## config.mk

```make
export PLATFORM = sky130hd
export DESIGN_NAME = tst_cell
export DESIGN_NICKNAME = d
export VERILOG_FILES = /design/src/rtl/tst_pkg.sv /design/src/rtl/tst_cell.sv
export SDC_FILE = /design/constraint.sdc
export NUM_CORES = 1
export LEC_CHECK = 0
export BUFFER_PORTS_ARGS = -buffer_cell sky130_fd_sc_hd__buf_4
export CORE_AREA = 5 5 177 179
export DETAILED_ROUTE_END_ITERATION = 6
export DIE_AREA = 0 0 182 184
export HOLD_SLACK_MARGIN = 0.05
export PLACE_DENSITY = 0.69
export SYNTH_ARGS = -nofsm -noshare
export SYNTH_HDL_FRONTEND = slang
export SYNTH_SLANG_ARGS = --single-unit
```

## constraint.sdc

```tcl
create_clock -name clock -period 16.25 [get_ports clock]
set_clock_uncertainty 0.1 [all_clocks]
set_input_delay 1.625 -clock clock [delete_from_list [all_inputs] [get_ports clock]]
set_output_delay 1.625 -clock clock [all_outputs]
set_load 0.01 [all_outputs]
```

## src/rtl/tst_pkg.sv

```systemverilog
package tst_pkg;

   localparam int SLOTS = 16;
   localparam int IDX_W = (SLOTS > 1) ? $clog2(SLOTS) : 1;
   localparam int CNT_W = $clog2(SLOTS + 1);
   localparam int PEND_W = 5;
   localparam int TIME_W = 48;
   localparam int ID_W = 32;
   localparam logic [TIME_W-1:0] TIME_MAX = {TIME_W{1'b1}};

   localparam logic [2:0] CMD_SCHED  = 3'd0;
   localparam logic [2:0] CMD_CANCEL = 3'd1;
   localparam logic [2:0] CMD_REMOVE = 3'd2;
   localparam logic [2:0] CMD_CANALL = 3'd3;
   localparam logic [2:0] CMD_TICK   = 3'd4;
   localparam logic [2:0] CMD_SETT   = 3'd5;
   localparam logic [2:0] CMD_QUERY  = 3'd6;
   localparam logic [2:0] CMD_STOP   = 3'd7;

   localparam logic [2:0] RSP_ID     = 3'd0;
   localparam logic [2:0] RSP_CB     = 3'd1;
   localparam logic [2:0] RSP_DEF    = 3'd2;
   localparam logic [2:0] RSP_DROP   = 3'd3;
   localparam logic [2:0] RSP_TICK   = 3'd4;
   localparam logic [2:0] RSP_QUERY  = 3'd5;
   localparam logic [2:0] RSP_REJECT = 3'd6;
   localparam logic [2:0] RSP_ACK    = 3'd7;

   // Values shared by every cell in the row.
   typedef struct packed {
      logic [ID_W-1:0]   key;
      logic [ID_W-1:0]   wr_ident;
      logic [TIME_W-1:0] wr_start;
      logic [TIME_W-1:0] wr_due;
      logic [31:0]       wr_delay;
      logic              wr_def;
      logic [TIME_W-1:0] tick_time;
      logic              mark_all;
      logic              clear_all;
   } cell_bcast_type;

   // Controls addressed to a single cell.
   typedef struct packed {
      logic wr;
      logic mark_can;
      logic mark_rem;
      logic fire_clr;
   } cell_sel_type;

   typedef struct packed {
      logic              valid;
      logic              fire;
      logic              match;
      logic              expired;
      logic              deferred;
      logic              cancelled;
      logic              removed;
      logic [ID_W-1:0]   ident;
      logic [31:0]       delay;
      logic [31:0]       elapsed;
   } cell_view_type;

   function automatic logic [TIME_W-1:0] sat_add(input logic [TIME_W-1:0] a,
                                                 input logic [31:0] b);
      logic [TIME_W:0] s;
      s = {1'b0, a} + {{(TIME_W - 31){1'b0}}, b};
      return s[TIME_W] ? TIME_MAX : s[TIME_W-1:0];
   endfunction

endpackage

```

## src/rtl/tst_cell.sv

```systemverilog
module tst_cell (
   input  logic                          clock,
   input  logic                          reset,
   input  tst_pkg::cell_bcast_type       bcast,
   input  tst_pkg::cell_sel_type         sel,
   input  logic [tst_pkg::TIME_W-1:0]    min_in,
   input  logic [tst_pkg::CNT_W-1:0]     count_in,
   output logic [tst_pkg::TIME_W-1:0]    min_out,
   output logic [tst_pkg::CNT_W-1:0]     count_out,
   output tst_pkg::cell_view_type        view
);

   logic                          valid_ff;
   logic [tst_pkg::ID_W-1:0]      ident_ff;
   logic [tst_pkg::TIME_W-1:0]    start_ff;
   logic [tst_pkg::TIME_W-1:0]    due_ff;
   logic [31:0]                   delay_ff;
   logic                          def_ff;
   logic                          can_ff;
   logic                          rem_ff;
   logic [tst_pkg::TIME_W-1:0]    min_ff;
   logic [tst_pkg::CNT_W-1:0]     count_ff;
   logic [tst_pkg::TIME_W-1:0]    diff;
   logic                          expired;
   logic                          fire;
   logic                          survive;

   assign diff    = bcast.tick_time - start_ff;
   assign expired = diff >= {{(tst_pkg::TIME_W - 32){1'b0}}, delay_ff};
   assign fire    = valid_ff && (expired || can_ff);
   assign survive = valid_ff && !fire;

   always_ff @(posedge clock) begin
      if (reset) begin
         valid_ff <= 1'b0;
      end else if (bcast.clear_all || sel.fire_clr) begin
         valid_ff <= 1'b0;
      end else if (sel.wr) begin
         valid_ff <= 1'b1;
      end
      if (sel.wr) begin
         ident_ff <= bcast.wr_ident;
         start_ff <= bcast.wr_start;
         due_ff   <= bcast.wr_due;
         delay_ff <= bcast.wr_delay;
         def_ff   <= bcast.wr_def;
         can_ff   <= 1'b0;
         rem_ff   <= 1'b0;
      end else begin
         if (sel.mark_can || (bcast.mark_all && valid_ff)) begin
            can_ff <= 1'b1;
         end
         if (sel.mark_rem || (bcast.mark_all && valid_ff)) begin
            rem_ff <= 1'b1;
         end
      end
      // The running minimum and survivor count ripple one cell per cycle.
      min_ff   <= (survive && due_ff < min_in) ? due_ff : min_in;
      count_ff <= count_in + {{(tst_pkg::CNT_W - 1){1'b0}}, survive};
   end

   assign min_out   = min_ff;
   assign count_out = count_ff;

   always_comb begin
      view.valid     = valid_ff;
      view.fire      = fire;
      view.match     = valid_ff && (ident_ff == bcast.key);
      view.expired   = expired;
      view.deferred  = def_ff;
      view.cancelled = can_ff;
      view.removed   = rem_ff;
      view.ident     = ident_ff;
      view.delay     = delay_ff;
      view.elapsed   = diff[31:0];
   end

endmodule

```

# Word level (Yosys, flattened, before mapping)
# Cells that the tools add are included.
[totals] register_bits=217 latch_bits=0 ramBits=0 rom_bits=0 inputBits=302 out_inout_bits=156 elab_cells=27 memories=0
[classes] n_addsub=2 mul=0 div=0 n_lt_le_gt_ge=2 eq_ne=1 shifts=0 mux=1 n_bitwise=0 reduce_logical=11
[op_table] cell=">= comparator 48 x 32 -> 1 bit" count=1
[op_table] cell="less-than comparator 48 bit" count=1
[op_table] cell="2-to-1 mux 48 bit" count=1
[op_table] cell="subtractor 48 bit" count=1
[op_table] cell="equality test 32 bit" count=1
[op_table] cell="adder 5 x 1 -> 5 bit" count=1
[op_table] cell="logical AND 1 bit" count=5
[op_table] cell="logical OR 1 bit" count=4
[op_table] cell="OR reduction 2 bit" count=1
[op_table] cell="zero test 1 bit" count=1

# Depth between registers and ports, before layout
[depth] word_depth=8 ltp_mapped=26

# Worst setup path after synthesis
# OpenSTA, ideal clock, no wires.
[synth_timing] path_type="input -> output" from="input bcast[2] in the netlist's numbering" to="output view[101] in the netlist's numbering" t_arrival_ns=5.995 t_required_ns=14.525 path_slack_ns=8.530 path_stages=21 path_cell_list="inv_1 > ha_1 > inv_1 > fa_1 > a21o_1 > a221o_1 > a31o_1 > a311oi_4 > o21ai_2 > a21boi_0 > xnor2_1 > ha_1 > a21oi_1 > nor2b_1 > or4_1 > or3_1 > nor4_1 > nand4_1 > nor4bb_1 > nor2b_1 > buf_4"
[synth_rtl] item="start, declared" line="tst_cell.sv:4" text="input tst_pkg::cell_bcast_type bcast,"
[synth_rtl] item="end, declared" line="tst_cell.sv:10" text="output tst_pkg::cell_view_type view"

==> summary.md <==
| Metric | Value |
|---|---|
| Boundary pin count | 458 |
| Worst-Skew Late Latency | 0.55 ns |
| Simple-Gate Fraction of Synth Area | 0.0945 |
| Total power | 1.66 mW |
| Hold_buf cts | 0 |
| Die Area | 0.0335 mm2 |
| Routed wire length per instance | 19.8 um |
| Post_cts resized | 0 |
| CTS tree | built |
| Fraction of synthesis flops using an asynchronous set or reset pin | 0 |
| Buffer and inverter count on the worst path | 4 |
| Mux cell area share after synthesis | 0.0451 |
| Syn-to-layout area delta | 37.7% |
| Peak supply drop | 0.0891 mV |
| Synthesized Nets | 1,538 |
| Global-route wire length before repair | 58,100 um |
| Mean cell area of the mapped netlist | 11.0 um2 |
| Setup repair after global routing missed its margin | no |
| Compound-Gate Fraction of Synth Area | 0.130 |
| Sinks on Clock Net | 217 |
| Pin count of the biggest net entering global routing | 108 |
| Clk Tree Root Cell | sky130_fd_sc_hd__clkbuf_16 |
| Setup crit start kind | primary input |
| Initial antenna violation count | 2 |
| Min-Delay Path Class | flip-flop to flip-flop |
| Avg Vias per Cell | 5.12 |
| Routability Congestion | 0.878 |
| DIE WIDTH | 182 um |
| Count of pins over their slew limit | 0 |
| Relative slew slack | 0.308 |
| Hold Path Stages | 1 |
| Worst-path cell chain | buf_4, inv_1, ha_1, inv_1, fa_1, a21o_1, a221o_1, a31o_1, a311oi_4, o21ai_2, a21boi_0, xnor2_1, ha_1, a21oi_1, nor2b_1, or4_1, or3_1, nor4_1, nand4_1, nor4bb_1, nor2b_1, buf_4 |
| WL final | 39,100 um |
| Post-synth cell types | 74 |
| Number of detailed-route iterations in the first pass | 5 |
| HPWL Detailed | 32,200 um |
| Hold path startpoint | due_ff[35]$_DFFE_PP_ |
| Floorplan Core Area | 0.0294 mm2 |
| Synth Warn # | 0 |
| Area of the mapped netlist | 0.0122 mm2 |
| Register area share after synthesis | 0.488 |
| Maximum clock frequency | 0.118 GHz |
| Delay of the slowest cell on the worst path | 0.49 ns |
| H-Tree Level Count | 1 |
| Post-CTS Setup Bufs | 0 |
| Count of filler cells inserted in the layout | 2,581 |
| Most common cell after layout, fill and taps aside | sky130_fd_sc_hd__buf_4 |
| Number of global-route vias before repair | 10,618 |
| Crit Reg-Reg Startpoint | start_ff[4]$_DFFE_PP_ |
| Result of the run | completed |
| EDFF count, synth | 161 |
| Net count, final | 2,000 |
| Transition time of the tightest slew-check pin | 1.04 ns |
| Final critical-path share of the clock period | 0.524 |
| Commonest cells after routing, fill and taps aside | sky130_fd_sc_hd__buf_4 (458), sky130_fd_sc_hd__edfxtp_1 (161), sky130_fd_sc_hd__inv_1 (137) |
| Seq cells post-synth | 217 |
| Adder-Cell Fraction of Synth Area | 0.133 |
| Die Height | 184 um |
| CP Class | primary input to output pin |
| Total clock buffers created by CTS | 25 |
| XOR/XNOR Fraction of Synth Area | 0.0546 |
| Critical R2R Capture | min_out[31]$_DFF_P_ |
| Main combinational cell family by area after synthesis | adder cells |
| Setup Total Neg Slack | 0 ns |
| GRT overflow | 0 |
| Data arrival time at the worst-slack endpoint | 6.79 ns |
| Total routing usage reported by global routing | 0.221 |
| Total setup violations reported at the end of the flow | 0 |
| Proportion of layout cells with a drive suffix above 1 | 0.340 |
| Initial standard-cell utilization of the core | 0.415 |
| Leak Pwr | 7.72 nW |
| Worst-path cell with the longest stage delay | sky130_fd_sc_hd__nor4bb_1 |
| Endpoint class of the critical path | output pin |
| Total of buffers placed on input and output ports | 457 |
| Detailed Route Iter0 Violations | 478 |
| Remaining design rule violation count | 0 |
| Number of rows created at floorplan | 63 |
| Worst hold endpoint | min_out[35]$_DFF_P_ |
| Mapped Cells | 1,107 |
| Number of max-cap violations | 0 |
| Buffers from clock root to sink, at most | 3 |
| Largest delay share family, worst path | simple AND/OR/NAND/NOR gates |
| Clock period minus worst slack | 8.51 ns |
| Reg2reg setup slack | 9.97 ns |
| Req. time, crit path | 14.52 ns |
| Power Dens Cells | 99.0 mW/mm2 |
| Antenna violation net count after detailed routing | 0 |
| Final-report hold violation count | 0 |
| Clock-pin transition on the worst setup and hold timing paths | 0.06 ns |
| Reg2Reg Depth | 21 |
| Top flip-flop cell by instance count after synthesis | sky130_fd_sc_hd__edfxtp_1 |
| Via Count | 10,130 |
| Largest driver fanout on the critical path | 6 |
-- cell type report --
class	instances	area [um2]	area share
antenna	1	2.50	0.000149
clock buffer	34	722	0.0430
clock inverter	12	81.3	0.00484
inverter	137	514	0.0306
multi-input combinational	729	5580	0.332
sequential	217	5960	0.355
tap	390	488	0.0291
timing repair buffer	459	3450	0.205
-- metal layers --
layer,part of all wire,track usage,wire [um]
met1,0.38,0.245,14700
met2,0.50,0.403,19600
met3,0.085,0.0698,3340
met4,0.036,0.0715,1410
met5,0.00051,0,20
-- synthesized netlist by cell type (all sizes together) (3+ instances only) --
library cell  count  area share
inv             137       0.042
a21oi            88       0.036
or2               3      0.0015
o31ai             7      0.0043
nand2            57       0.018
clkbuf           11      0.0034
o21bai            8      0.0049
o21a             10      0.0062
or3               3      0.0015
nand2b            6      0.0031
xor2             21       0.015
nor4b             3      0.0022
a2111oi           4      0.0039
nor3             14      0.0057
ha              128        0.13
a31oi             3      0.0015
xnor2            55       0.039
nand4            41       0.021
nor2             56       0.017
dfxtp            56       0.092
a211oi            7      0.0043
or4               3      0.0018
a21o             29       0.018
edfxtp          161        0.40
a31o              3      0.0022
buf              13      0.0085
nor2b             7      0.0036
o21ai            56       0.023
o211ai            6      0.0037
nor4              9      0.0046
mux2             48       0.044
nand3             9      0.0037
and3              3      0.0015
-- per-stage QoR --
| step | instances | worst slack (ns) | utilization | hold slack, ns | cell area [um2] |
|---|---|---|---|---|---|
| global placement | 1932 | 7.84 | 0.544 | 0.372 | 16000 |
| finish | 1979 | 7.74 | 0.571 | 0.392 | 16800 |
| global route | 1979 | 7.33 | 0.571 | 0.413 | 16800 |
| CTS | 1978 | 7.73 | 0.571 | 0.394 | 16800 |
| detailed placement | 1932 | 7.80 | 0.544 | 0.382 | 16000 |
| floorplan | 1107 | 8.53 | - | 0.364 | 12200 |
-- cells by family after synthesis --
kind of cell | Yosys count
multiplexers | 49
buffers and inverters | 161
AO/OA/AOI/OAI | 248
flip-flops | 217
AND/OR/NAND/NOR | 227
XOR/XNOR | 76
adder cells (fa/ha/maj) | 129
-- power by group --
part           switching (mW)  total, mW  internal, mW
sequential             0.0208      0.661         0.640
combinational           0.238      0.453         0.215
clock                   0.236      0.550         0.314
total                   0.495       1.66          1.17
-- worst max-delay path by stage --
stage / startpoint / cells after the start / slack, ns / endpoint
finish: bcast[2] / 22 / 7.74 / view[101]
global route: bcast[2] / 22 / 7.33 / view[101]
CTS: bcast[2] / 22 / 7.73 / view[101]
detailed placement: bcast[2] / 22 / 7.80 / view[101]
global placement: bcast[2] / 22 / 7.84 / view[101]
floorplan: bcast[2] / 21 / 8.53 / view[101]
-- sequential cells by signal (all words and copies together) (netlist names) --
signal and flops:
can_ff 1, ident_ff 32, def_ff 1, valid_ff 1, rem_ff 1, start_ff 48
due_ff 48, min_out 48, delay_ff 32, count_out 5
(Power assumes the default switching activity.)
